==> src/rtl/core/msc_pkg.sv <==
// ----------------------------------------------------------------------------
// msc_pkg
// Shared types, constants and sequencer states of the music section classifier.
// ----------------------------------------------------------------------------
package msc_pkg;

  // frame layout and history
  localparam int Bins             = 12;
  localparam int HistoryDepthDef  = 64;

  // envelope smoothing, alpha 0.05 in q0.16
  localparam int AlphaQ16         = 3277;
  localparam int AlphaInvQ16      = 65536 - AlphaQ16;
  localparam int RoundHalf        = 32768;

  // decision thresholds
  localparam int LowMargin        = 655;
  localparam int RepeatThr        = 19660;
  localparam int NoveltyThr       = 16384;
  localparam int ScoreOne         = 32768;
  localparam int DefaultFpt       = 30;
  localparam int MinHistory       = 8;
  localparam int IntroHistory     = 12;
  localparam int ChorusHistory    = 20;
  localparam int SwitchTicks      = 3;

  // correlation lags
  localparam int NovLagFirst      = 2;
  localparam int NovLagLast       = 6;
  localparam int RepLagFirst      = 8;
  localparam int RepLagLast       = 30;

  // datapath widths
  localparam int WideW            = 40;
  localparam int RootW            = 20;
  localparam int QuotW            = 16;

  // register index of frames_per_tick
  localparam logic RegFpt         = 1'b0;

  typedef enum logic [2:0] {
    SecUnknown = 3'd0,
    SecIntro   = 3'd1,
    SecVerse   = 3'd2,
    SecChorus  = 3'd3,
    SecBridge  = 3'd4,
    SecOutro   = 3'd5
  } section_t;

  typedef enum logic {
    IterSqrt = 1'b0,
    IterDiv  = 1'b1
  } iter_op_t;

  // request to the shared root / divide unit
  typedef struct packed {
    logic              start;
    iter_op_t          op;
    logic [WideW-1:0]  a;
    logic [WideW-1:0]  b;
  } iter_req_t;

  // status of the shared root / divide unit
  typedef struct packed {
    logic              busy;
    logic              done;
    logic [RootW-1:0]  result;
  } iter_rsp_t;

  typedef enum logic [4:0] {
    StIdle,
    StEnv1,
    StEnv2,
    StEnv3,
    StCopy,
    StCheck,
    StLag,
    StBin0,
    StBin1,
    StBin2,
    StBin3,
    StCorr0,
    StCorr1,
    StCorr2,
    StCorr3,
    StSqrtA,
    StSqrtB,
    StDen,
    StDiv,
    StLagEnd,
    StScore,
    StPickRd,
    StPickLd,
    StScanRd,
    StScanCmp,
    StPickEnd,
    StClass,
    StOut
  } state_t;

endpackage

==> src/rtl/core/msc_iter.sv <==
// ----------------------------------------------------------------------------
// msc_iter
// Shared bit-serial unit: floor square root of a 40-bit value (2 bits a cycle)
// or 16-bit quotient of a correlation numerator by its denominator.
// ----------------------------------------------------------------------------
module msc_iter
  import msc_pkg::*;
(
  input  logic      clk,
  input  logic      rst,
  input  iter_req_t req,
  output iter_rsp_t rsp
);

  localparam int SqrtSteps = WideW / 2;
  localparam int DivSteps  = QuotW;

  logic             busy;
  logic             done;
  iter_op_t         op;
  logic [4:0]       cnt;
  logic [WideW:0]   acc;     // radicand remainder or division remainder
  logic [WideW:0]   root;    // partial root
  logic [WideW-1:0] bitv;    // root bit weight
  logic [WideW-1:0] den;
  logic [QuotW-1:0] quo;

  logic [WideW:0]   trial;
  logic [WideW:0]   shifted;
  logic             last;

  // step arithmetic
  always_comb begin
    trial   = root + {1'b0, bitv};
    shifted = (cnt == '0) ? acc : {acc[WideW-1:0], 1'b0};
    last    = (op == IterSqrt) ? (cnt == 5'(SqrtSteps - 1)) : (cnt == 5'(DivSteps - 1));
  end

  // control
  always_ff @(posedge clk) begin
    if (rst) begin
      busy <= 1'b0;
      done <= 1'b0;
    end else begin
      done <= 1'b0;
      if (req.start && !busy) begin
        busy <= 1'b1;
      end else if (busy && last) begin
        busy <= 1'b0;
        done <= 1'b1;
      end
    end
  end

  // datapath
  always_ff @(posedge clk) begin
    if (req.start && !busy) begin
      op   <= req.op;
      cnt  <= '0;
      acc  <= {1'b0, req.a};
      den  <= req.b;
      root <= '0;
      bitv <= {2'b01, {(WideW-2){1'b0}}};
      quo  <= '0;
    end else if (busy) begin
      cnt <= cnt + 5'd1;
      if (op == IterSqrt) begin
        if (acc >= trial) begin
          acc  <= acc - trial;
          root <= (root >> 1) + {1'b0, bitv};
        end else begin
          root <= root >> 1;
        end
        bitv <= bitv >> 2;
      end else begin
        if (shifted >= {1'b0, den}) begin
          acc <= shifted - {1'b0, den};
          quo <= {quo[QuotW-2:0], 1'b1};
        end else begin
          acc <= shifted;
          quo <= {quo[QuotW-2:0], 1'b0};
        end
      end
    end
  end

  assign rsp.busy   = busy;
  assign rsp.done   = done;
  assign rsp.result = (op == IterSqrt) ? root[RootW-1:0] : {{(RootW-QuotW){1'b0}}, quo};

endmodule

==> config.mk <==
export PLATFORM = sky130hd
export DESIGN_NAME = msc_iter
export DESIGN_NICKNAME = d
export VERILOG_FILES = /design/src/rtl/core/msc_pkg.sv /design/src/rtl/core/msc_iter.sv
export SDC_FILE = /design/constraint.sdc
export NUM_CORES = 1
export LEC_CHECK = 0
export BUFFER_PORTS_ARGS = -buffer_cell sky130_fd_sc_hd__buf_2
export CELL_PAD_IN_SITES_DETAIL_PLACEMENT = 1
export CELL_PAD_IN_SITES_GLOBAL_PLACEMENT = 2
export CORE_ASPECT_RATIO = 0.5
export CORE_MARGIN = 4
export CORE_UTILIZATION = 38
export DETAILED_ROUTE_END_ITERATION = 8
export PLACE_DENSITY_LB_ADDON = 0.05
export SYNTH_ARGS = -nofsm -noshare
export SYNTH_HDL_FRONTEND = slang
export SYNTH_SLANG_ARGS = --single-unit
==> constraint.sdc <==
create_clock -name clk -period 8.6 [get_ports clk]
set_input_delay 0.43 -clock clk [delete_from_list [all_inputs] [get_ports clk]]
set_output_delay 0.43 -clock clk [all_outputs]
set_load 0.05 [all_outputs]
Yosys cells after proc, flatten, opt, wreduce, memory -nomap -nowiden
Index checks and enable logic that the tools add are counted.
{"block": "totals", "register_bits": 166, "in_bits": 84}
{"block": "classes", "n_addsub": 5, "order_cmp": 2, "n_eq_ne": 2, "muxes": 13, "bitwise": 1, "n_reduce_logical": 13}
{"op": "$mux W41", "n": 5}
{"op": "$mux W40", "n": 2}
{"op": "$add A40 B39 Y41", "n": 1}
{"op": "$add A41 B39 Y41", "n": 1}
{"op": "$ge A41 B40 Y1", "n": 1}
{"op": "$ge A41 B41 Y1", "n": 1}
{"op": "$sub A41 B40 Y41", "n": 1}
{"op": "$sub A41 B41 Y41", "n": 1}
{"op": "$mux W20", "n": 1}
{"op": "$reduce_and A2 Y1", "n": 4}
{"op": "$reduce_bool A2 Y1", "n": 3}
{"op": "$add A5 B1 Y5 const B", "n": 1}
{"op": "$eq A5 B4 Y1 const B", "n": 1}
{"op": "$eq A5 B5 Y1 const B", "n": 1}
{"op": "$logic_not A5 Y1", "n": 1}
{"op": "$mux W1", "n": 5}
{"op": "$reduce_bool A3 Y1", "n": 1}
{"op": "$logic_and A1 B1 Y1", "n": 2}
{"op": "$reduce_or A2 Y1", "n": 1}
{"op": "$logic_not A1 Y1", "n": 1}
{"op": "$not A1 Y1", "n": 1}

Logic depth before layout (Yosys ltp)
Gate-level depths: netlist of run 1.
{"block": "depth", "ltp_word": 7, "ltp_mapped": 23}

Worst setup path after synthesis of run 1
Ideal clock, no wire load.
{"block": "synth_timing", "path_kind": "reg2reg", "start": "reg root[0]", "end": "reg acc[0] (enable)", "arrival_ns": 5.582, "required_ns": 8.188, "setup_slack_ns": 2.606, "path_stages_with_launch": 23, "cell_sequence": "dfxtp_1 ha_1 ha_1 a21oi_1 o21ai_1 a211o_1 or3_1 a311o_1 a31o_2 a31o_2 nand2_1 xor2_1 ha_1 clkbuf_1 inv_1 or2_2 nor2_1 a41oi_1 o21ai_0 a211oi_4 or2_1 buf_4 a21oi_2"}
{"block": "synth_between", "elab_chain_cells": 4}
{"item": "start: declaration", "line": "msc_iter.sv:23", "source": "logic [WideW:0] root;"}
{"item": "start signal: assignment", "line": "msc_iter.sv:70", "source": "root <= (root >> 1) + {1'b0, bitv};"}
{"item": "start signal: assignment", "line": "msc_iter.sv:72", "source": "root <= root >> 1;"}
{"item": "$add A41 B39 Y41", "line": "msc_iter.sv:34", "source": "trial = root + {1'b0, bitv};"}
{"item": "$ge A41 B41 Y1", "line": "msc_iter.sv:68", "source": "if (acc >= trial) begin"}
{"item": "$reduce_bool A3 Y1 (no source line)"}
{"item": "$reduce_and A2 Y1 (no source line)"}
{"item": "end signal: assignment", "line": "msc_iter.sv:69", "source": "acc <= acc - trial;"}
{"item": "end signal: assignment", "line": "msc_iter.sv:77", "source": "acc <= shifted - {1'b0, den};"}
{"item": "end signal: assignment", "line": "msc_iter.sv:80", "source": "acc <= shifted;"}
{"item": "end: declaration", "line": "msc_iter.sv:22", "source": "logic [WideW:0] acc;"}
Every way passes these cells.
A chain may end at the register's enable or synchronous reset.

Worst setup path in the final report of run 1
{"block": "layout_timing", "start": "reg root[0]", "end": "reg acc[13] (enable)"}
Same word-level chain as after synthesis.

==> results of run 1 <==
==> per-stage QoR <==
step	utilization (%)	instances	hold WS, ns
CTS	42.6	2464	0.114
finish	42.6	2464	0.138
global route	42.6	2464	0.113
floorplan	-	1872	0.433
detailed placement	41.0	2433	0.458
global placement	41.0	2433	0.450
==> area by class of cell <==
type / instances / area share (%)
Clock buffer: 26 / 3.48
Timing Repair Buffer: 118 / 3.76
Sequential cell: 166 / 24.9
Inverter: 80 / 1.83
Clock inverter: 5 / 0.317
Multi-Input combinational cell: 1539 / 61.7
Tap cell: 530 / 4.00
==> report_power, final <==
part	leakage (nW)	switching (mW)	internal, mW	total (mW)
logic	4.75	2.82	1.69	4.51
clock network	0.311	0.345	0.492	0.837
registers	1.48	0.255	1.05	1.30
total	6.54	3.42	3.23	6.65
==> cells in the final DEF (no fill, tap or decap), drive strengths merged, types with 26 or more instances in the layout <==
| cell | netlist | final |
|---|---|---|
| a21oi | 200 | 200 |
| ha | 125 | 125 |
| mux2 | 61 | 61 |
| a21o | 37 | 37 |
| xor2 | 53 | 53 |
| nand4 | 26 | 26 |
| nor3 | 47 | 47 |
| clkbuf | 67 | 26 |
| dfxtp | 85 | 85 |
| edfxtp | 81 | 81 |
| mux2i | 29 | 29 |
| o21ai | 154 | 154 |
| a31oi | 42 | 42 |
| inv | 78 | 79 |
| xnor2 | 90 | 90 |
| nand2 | 242 | 242 |
| nor2 | 139 | 139 |
| buf | 20 | 118 |
| nand3 | 36 | 36 |
==> worst max-delay path: stages, from the launching register on <==
cell,delay [ns]
dfxtp_1,0.33
ha_1,0.22
ha_1,0.21
a21oi_1,0.29
o21ai_1,0.19
a211o_1,0.36
or3_1,0.39
a311o_1,0.42
a211oi_2,0.26
o21bai_1,0.12
a31o_1,0.28
a21oi_1,0.16
nor2b_1,0.08
ha_1,0.37
and3_1,0.23
nand3_1,0.13
nor2_1,0.11
a41oi_1,0.12
o21ai_0,0.19
a211oi_4,0.07
buf_4,0.25
or2_1,0.50
a21oi_4,0.23
buf_4,0.49
==> path summary, 6_finish.rpt <==
kind                            startpoint  endpoint  depth (start not counted)
worst min-delay path               req[38]   den[38]                          1
worst max-delay path               root[0]   acc[13]                         23
worst min register to register     quo[15]   quo[15]                          2
worst max register to register     root[0]   acc[13]                         23
==> kinds of logic (layout without fill, tap and decap cells) <==
| logic type | count (synthesis) | after routing | synth area share (%) |
|---|---|---|---|
| simple gates | 581 | 581 | 17.5 |
| buf+inv | 167 | 229 | 4.46 |
| fa+ha+maj | 127 | 127 | 10.7 |
| compound gates | 598 | 598 | 24.9 |
| mux | 90 | 90 | 6.52 |
| flops | 166 | 166 | 27.6 |
| xor+xnor | 143 | 143 | 8.35 |
==> routing by layer <==
metal  GRT usage (%)  vias to the layer above  share of wire, %
met1            40.8                     7021                55
met4            4.15                        0               1.1
met2            34.8                      295                39
met5               0                        -                 0
li1                -                     6943                 -
met3            4.67                       32               5.0
==> flip-flops by register name (all words and copies together), names as in the netlist <==
signal  cells
busy        1
done        1
cnt         5
bitv       20
quo        16
acc        41
op          1
den        40
root       41
==> impl_metrics.ini, run 1 <==
[run_status]
status = complete, no violations

[yosys]
synth_top_flop_cell = dfxtp_1
yosysWarnings = 0
ys_seq_elements = 166
ys_types = 84
synth_area_mm2 = 0.0150
yosysMostFrequentCell = nand2_1
synth_edf_count = 81
syn_nets = 2083
synth_top_area_share_pct = 16.2
seq_area_frac_synth_pct = 27.6
synth.area.top_cells = edfxtp_1 16%, dfxtp_1 11%, ha_1 10%
syn_avg_cell_area_um2 = 8.01
synth.largest_area_cell = edfxtp_1
ys_async_sr_fraction_pct = 0
ys_top_cells_by_count = 242 x nand2_1, 198 x a21oi_1, 138 x nor2_1
synthCells = 1872

[cells_and_area]
num-nets-final = 2133
antennaDiodeCount = 0
register_area_mm2 = 0.00413
syn2layout_area_growth_pct = 10.6
design_area_mm2 = 0.0166
n_fill_cell = 4755
drive_gt1_share_pct = 12.6
multiInputGateArea_mm2 = 0.0102

[min_path]
hold_class = input port to register

[clock_network]
clk_pin_slew_ns = 0.07
tritoncts = built
cts_setup_buffers = 0
cts.path.max_buffers = 2
ctsHtreeMaxLevel = 4
postCtsHoldBufs = 0
clkLatencyLatePin_ns = 0.46
numCtsBuffers = 17
cts_resized = 0
cts.sinks = 166
cts_root_buffer = clkbuf_16

[timing]
max_freq_mhz = 155
fin_skew_ns = 0.0160
rsz0062_at_grt = false
hold_violations = 0
tightest_slew_ns = 1.10
fin_setup_tns_ns = 0
maxSlewViolCount = 0
worst_slack_ns = 2.14
finalSetupViolCount = 0
period_minus_slack_ns = 6.46
relSlewSlack_pct = 26.7
fin_crit_sh_pct = 75.1

[power]
max-vdd-ir-drop_mv = 0.189
powerDensity_mw_per_mm2 = 401
power.total_mw = 6.65
p_leak_nw = 6.54

[die]
rows = 51
start_util_pct = 38.5
core_area_mm2 = 0.0389
die_x_um = 289
ios = 106
die_h_um = 148
die_area_mm2 = 0.0429

[critical_path]
worstPathArrival_ns = 6.55
end_kind = register
cp.required_ns = 8.70
reg2reg_slack_ns = 2.14
critPathKind = register to register
crit_path_start_kind = register
critPathMaxFanout = 41

[drt]
via_per_inst = 5.80
drtIter0Drc = 1351
drtAntennaViolNets = 0
vias = 14300
drtPass1Iterations = 5
drc = 0
wire_per_inst_um = 22.3
routed_wl_um = 54900

[grt]
grt_use_total_pct = 25.3
grt_pass1_vias = 14000
antenna_found_initial = 0
grt_max_degree = 54
grt_pass1_wl_um = 83700
overflow = 0

[placement]
place_area_mm2 = 0.0159
post-dp-hpwl_um = 43200
post-place-ws_ns = 2.22
port-buffer-count = 105
gp_congestion = 0.922

[flow_run]
maxCapViolCount = 0
Note: power is estimated with default switching activity, not from simulation.
==> inputs of run 2 (changes only) <==
--- a/config.mk
+++ b/config.mk
@@ -5,12 +5,13 @@
 export SDC_FILE = /design/constraint.sdc
 export NUM_CORES = 1
 export LEC_CHECK = 0
+export ABC_AREA = 1
 export BUFFER_PORTS_ARGS = -buffer_cell sky130_fd_sc_hd__buf_2
 export CELL_PAD_IN_SITES_DETAIL_PLACEMENT = 1
 export CELL_PAD_IN_SITES_GLOBAL_PLACEMENT = 2
 export CORE_ASPECT_RATIO = 0.5
 export CORE_MARGIN = 4
-export CORE_UTILIZATION = 38
+export CORE_UTILIZATION = 34
 export DETAILED_ROUTE_END_ITERATION = 8
 export PLACE_DENSITY_LB_ADDON = 0.05
 export SYNTH_ARGS = -nofsm -noshare
==> constraint.sdc (replaced) <==
create_clock -name clk -period 6.4 [get_ports clk]
set_input_delay 0.32 -clock clk [delete_from_list [all_inputs] [get_ports clk]]
set_output_delay 0.32 -clock clk [all_outputs]
set_load 0.05 [all_outputs]
==> run 2 against run 1 <==
  * Final cell count up 66%
  * Routed wire length up 41%
  * Largest cell class unchanged
  * Critical path type unchanged
  * Clock-buffer cell count down 9
  * Clock skew up 0.0071 ns
==> impl_metrics.ini, run 2 <==
[run_status]
status = complete, no violations

[critical_path]
critPathMaxFanout = 42
crit_buf_inv = 4
crit_path_start = cnt[1]
crit_path_max_incr_delay_ns = 0.65
worst_path_most_repeated_cell = nand2_1
timing.rr.start = cnt[1]
crit_path_start_kind = register
crit_chain = inv_1 > ha_1 > nand3_4 > inv_1 > o21ai_0 > ha_1 > nand2_1 > inv_1 > nand2_1 > nand2_1 > nand2_1 > nand3_2 > nand2_1 > nand3_2 > nand2_1 > buf_4 > nand3_4 > nand3_1 > nand3_1 > a21oi_1
cp.required_ns = 6.75
cp_top_family = simple AND/OR/NAND/NOR gates
crit_slowest_cell = inv_1
worstPathArrival_ns = 5.47
end_kind = register
critPathKind = register to register

[clock_network]
clk_pin_slew_ns = 0.08
cts_resized = 0
clkLatencyLatePin_ns = 0.51
cts.sinks = 166
cts.path.max_buffers = 2
ctsHtreeMaxLevel = 4
cts_root_buffer = clkbuf_16
tritoncts = built
numCtsBuffers = 17

[yosys]
synth_top_area_share_pct = 21.3
synth_edf_count = 81
ys_seq_elements = 166
syn_avg_cell_area_um2 = 5.80
yosysWarnings = 0
synth.area.top_cells = nand2_1 21%, edfxtp_1 13%, inv_1 11%
synth_area_mm2 = 0.0187
synthCells = 3228
yosysMostFrequentCell = nand2_1
ys_async_sr_fraction_pct = 0
syn_nets = 3439
synth.largest_area_cell = nand2_1
ys_types = 47
seq_area_frac_synth_pct = 22.1
synth_top_flop_cell = dfxtp_1
ys_top_cells_by_count = 1064 x nand2_1, 553 x inv_1, 325 x nor2_1

[drt]
routed_wl_um = 77200
drc = 0
drtIter0Drc = 1271
drtPass1Iterations = 5
vias = 20500
wire_per_inst_um = 18.9
via_per_inst = 5.02
drtAntennaViolNets = 0

[cells_and_area]
antennaDiodeCount = 0
final_cell_mix = 1064 x nand2_1, 552 x inv_1, 323 x nor2_1
reg_top3 = acc (41), root (41), den (40)
syn2layout_area_growth_pct = 11.6
design_area_mm2 = 0.0209
postLayoutCoreUtil_pct = 38.6
num-nets-final = 3538
final_cells = 4084
drive_gt1_share_pct = 5.75
final_common_cell = nand2_1

[die]
die_area_mm2 = 0.0591
rows = 60
core_area_mm2 = 0.0541
start_util_pct = 34.6
ios = 106
die_x_um = 340
die_h_um = 174

[grt]
antenna_found_initial = 0
grt_max_degree = 114
overflow = 0
grt_pass1_wl_um = 120000
grt_pass1_vias = 20500
grt_use_total_pct = 26.1

[timing]
fin_setup_tns_ns = 0
worst_slack_ns = 1.28
fin_crit_sh_pct = 80.0
relSlewSlack_pct = 27.1
fin_skew_ns = 0.0231
finalSetupViolCount = 0
rsz0062_at_grt = false
period_minus_slack_ns = 5.12
tightest_slew_ns = 1.09
holdWs_ns = 0.0977
maxSlewViolCount = 0
hold_violations = 0
max_freq_mhz = 195

[power]
power.total_mw = 9.38
powerDensity_mw_per_mm2 = 449
max-vdd-ir-drop_mv = 0.247
p_leak_nw = 10.4

[min_path]
min_from = req[42]
hold_class = input port to register

[placement]
place_area_mm2 = 0.0199
port-buffer-count = 105
place_inst = 4010
post-place-ws_ns = 1.32
post-dp-hpwl_um = 63600
gp_congestion = 0.895

[flow_run]
maxCapViolCount = 0
-- run 2: power by group --
part           leakage [nW]  internal, mW  switching [mW]
Combinational          8.59          2.00            4.53
Sequential             1.48          1.40           0.363
Clock                 0.287         0.520           0.564
-- run 2: final timing paths --
kind         endpoint  slack (ns)  cells after the start
min            acc[2]         0.1                      3
max           acc[35]        1.28                     20
min reg2reg   quo[12]        0.48                      2
max reg2reg   acc[35]        1.28                     20
-- run 2: worst min-delay path: stages --
cell	delay, ns
buf_2	0.07
nand2_1	0.04
nand2_1	0.06
-- run 2: cell families (layout without fill, tap and decap cells) --
logic type | Yosys count | count (layout) | share of synthesized area (%)
simple gates | 1758 | 1758 | 38.9
xor+xnor | 97 | 97 | 4.54
fa+ha+maj | 127 | 127 | 8.57
compound gates | 444 | 444 | 12.5
flops | 166 | 166 | 22.1
buf+inv | 636 | 748 | 13.3
-- run 2: area by class of cell --
cell class / count / area, µm²
inverter: 556 / 2090
multi-input combinational: 2426 / 12100
tap: 744 / 931
clock buffer: 17 / 425
sequential: 166 / 4130
timing repair buffer: 160 / 1060
clock inverter: 15 / 159
fill: 7398 / 33200
-- run 2: timing repair --
item | in CTS | in global routing
hold buffers | 42 | 0
hold endpoints to repair | 42 | 0
buffers inserted | 0 | 0
-- run 2: routing by layer --
layer / up-vias / wire length [µm] / GRT usage (%) / part of all wire [%]
met1: 9704 / 40500 / 39.0 / 52
met2: 325 / 33000 / 40.8 / 43
li1: 10400 / - / - / -
met4: 0 / 944 / 4.56 / 1.2
met5: - / 0 / 0 / 0
met3: 45 / 2740 / 3.01 / 3.6
==> inputs of run 3 (changes only) <==
--- a/config.mk
+++ b/config.mk
@@ -11,7 +11,7 @@
 export CELL_PAD_IN_SITES_GLOBAL_PLACEMENT = 2
 export CORE_ASPECT_RATIO = 0.5
 export CORE_MARGIN = 4
-export CORE_UTILIZATION = 34
+export CORE_UTILIZATION = 30
 export DETAILED_ROUTE_END_ITERATION = 8
 export PLACE_DENSITY_LB_ADDON = 0.05
 export SYNTH_ARGS = -nofsm -noshare
==> constraint.sdc (replaced) <==
create_clock -name clk -period 4.4 [get_ports clk]
set_input_delay 0.22 -clock clk [delete_from_list [all_inputs] [get_ports clk]]
set_output_delay 0.22 -clock clk [all_outputs]
set_load 0.05 [all_outputs]
==> run 3 against run 2 <==
  * Clock skew down 0.011 ns
  * Die area up 13%
  * Sequential share of layout area down 1.2 points
  * Setup slack worse by 1.0 ns
  * Combinational power up 59%
  * Core utilization down 2.5 points
  * Non-clock buffer count up 113
  * Clock-buffer cell count up 6
  * Maximum frequency up 24%
  * Largest power group unchanged
==> impl_metrics.ini, run 3 (same netlist as run 2, synthesis figures left out) <==
[timing]
finalSetupViolCount = 0
maxSlewViolCount = 0
fin_crit_sh_pct = 94.0
max_freq_mhz = 242
tightest_slew_ns = 0.905
fin_skew_ns = 0.0126
hold_violations = 0
relSlewSlack_pct = 39.7
fin_setup_tns_ns = 0
period_minus_slack_ns = 4.14
worst_slack_ns = 0.265

[cells_and_area]
antennaDiodeCount = 0
multiInputGateArea_mm2 = 0.0123
postLayoutCoreUtil_pct = 36.1
final_cell_mix = 1063 x nand2_1, 551 x inv_1, 315 x nor2_1
num-nets-final = 3651
final_cells = 4278
syn2layout_area_growth_pct = 18.6
drive_gt1_share_pct = 9.93
final_common_cell = nand2_1
reg_top3 = acc (41), root (41), den (40)
register_area_mm2 = 0.00414
n_fill_cell = 8255

[drt]
drc = 0
routed_wl_um = 81100
via_per_inst = 4.84
drtPass1Iterations = 5
drtAntennaViolNets = 0
vias = 20700
wire_per_inst_um = 18.9
drtIter0Drc = 948

[critical_path]
cp_num_cells = 22
worst_path_most_repeated_cell = nand2_1
cp.required_ns = 4.78
crit_chain = ha_1 > nand2_1 > o21ai_0 > inv_1 > nand2_1 > a221oi_1 > nand3_1 > xor2_1 > ha_1 > nand2_1 > nor2_1 > nand2_1 > nor2_1 > nand3_1 > nand2_1 > nor2_2 > buf_4 > nand2_8 > buf_4 > nand3_1 > o211ai_1 > nand2_1
critPathKind = register to register
crit_path_end = root[26]
cp_top_family = simple AND/OR/NAND/NOR gates
crit_path_start = bitv[24]
ff2ff_path_depth = 22
crit_slowest_cell = a221oi_1
crit_path_start_kind = register
crit_buf_inv = 3
r2r-end = root[26]
end_kind = register
worstPathArrival_ns = 4.52
timing.rr.start = bitv[24]
reg2reg_slack_ns = 0.26
critPathMaxFanout = 8
crit_path_max_incr_delay_ns = 0.43

[grt]
antenna_found_initial = 0
grt_pass1_wl_um = 123000
overflow = 0
grt_pass1_vias = 21200
grt_use_total_pct = 24.3
grt_max_degree = 68

[placement]
place_inst = 4192
post-dp-hpwl_um = 68200
port-buffer-count = 105
gp_congestion = 0.896
post-place-ws_ns = -0.0314

[clock_network]
cts.sinks = 166
cts_root_buffer = clkbuf_16
numCtsBuffers = 17
cts.path.max_buffers = 2
clkLatencyLatePin_ns = 0.50
ctsHtreeMaxLevel = 4
clk_pin_slew_ns = 0.07
tritoncts = built

[die]
die_x_um = 361
core_area_mm2 = 0.0614
start_util_pct = 30.5
die_h_um = 185
rows = 64
ios = 106
die_area_mm2 = 0.0667

[run_status]
status = complete, no violations

[power]
p_leak_nw = 11.0
powerDensity_mw_per_mm2 = 651
max-vdd-ir-drop_mv = 0.302

[min_path]
hold_class = input port to register
worstHoldPathCells = 3

[flow_run]
maxCapViolCount = 0
-- run 3: cell count changes in the layout (fill, tap and decap cells not counted), sizes merged --
cell | previous run | this run
bufinv | 0 | 1
clkbuf | 17 | 24
inv | 561 | 557
clkinvlp | 0 | 1
dlygate4sd3 | 42 | 50
buf | 118 | 222
clkinv | 10 | 6
-- run 3: what timing repair did --
action                                  4_1_cts  5_1_grt
gates cloned                                  0        1
setup buffers                                 0        3
hold buffers                                 50        0
pin swaps                                     0        6
gates resized for setup                       3       63
endpoints found under the setup margin       43      103
endpoints found under the hold margin        51        0
-- run 3: cell type report --
class | count | share of cell area [%]
timing repair buffer | 273 | 9.03
tap | 825 | 4.65
clock inverter | 9 | 0.372
clock buffer | 23 | 2.40
sequential | 166 | 18.6
inverter | 556 | 9.40
multi-input combinational | 2426 | 55.5
-- run 3: power breakdown --
part	total (mW)	switching (mW)	internal [mW]	leakage, nW
Sequential	2.46	0.428	2.04	1.48
Combinational	10.4	6.89	3.48	9.22
Clock	1.63	0.719	0.909	0.306
Total	14.5	8.04	6.42	11.0
-- run 3: how the worst min path moves through the flow --
stage	start	end	slack (ns)
2_1_floorplan	rst	done	0.29
3_3_place_gp	rst	done	0.39
6_report	req[51]	acc[11]	0.04
3_5_place_dp	rst	done	0.39
4_1_cts	req[51]	acc[11]	0.007
5_1_grt	req[46]	acc[6]	0.02
-- run 3: stage by stage --
| stage | hold slack (ns) | power [mW] | area [µm²] |
|---|---|---|---|
| after floorplan | 0.292 | 9.04 | 18700 |
| after global placement | 0.392 | 12.5 | 20800 |
| after detailed placement | 0.391 | 12.6 | 20800 |
| after CTS | 0.00655 | 14.4 | 21900 |
| after global routing | 0.0231 | 15.9 | 22200 |
| final | 0.0404 | 14.5 | 22200 |
-- run 3: worst register-to-register path, cell delays in order (launching register included) --
cell	delay, ns
dfxtp_1	0.41
ha_1	0.31
nand2_1	0.12
o21ai_0	0.13
inv_1	0.15
nand2_1	0.10
a221oi_1	0.43
nand3_1	0.21
xor2_1	0.20
ha_1	0.39
nand2_1	0.10
nor2_1	0.14
nand2_1	0.10
nor2_1	0.14
nand3_1	0.12
nand2_1	0.11
nor2_2	0.04
buf_4	0.16
nand2_8	0.12
buf_4	0.19
nand3_1	0.14
o211ai_1	0.11
nand2_1	0.09
-- run 3: per-layer routing --
| layer | vias to the layer above | track usage, % | share of wire (%) |
|---|---|---|---|
| li1 | 10600 | - | - |
| met3 | 73 | 2.92 | 3.0 |
| met4 | 0 | 6.09 | 2.0 |
| met5 | - | 0 | 0 |
| met2 | 289 | 38.5 | 43 |
| met1 | 9717 | 35.0 | 52 |
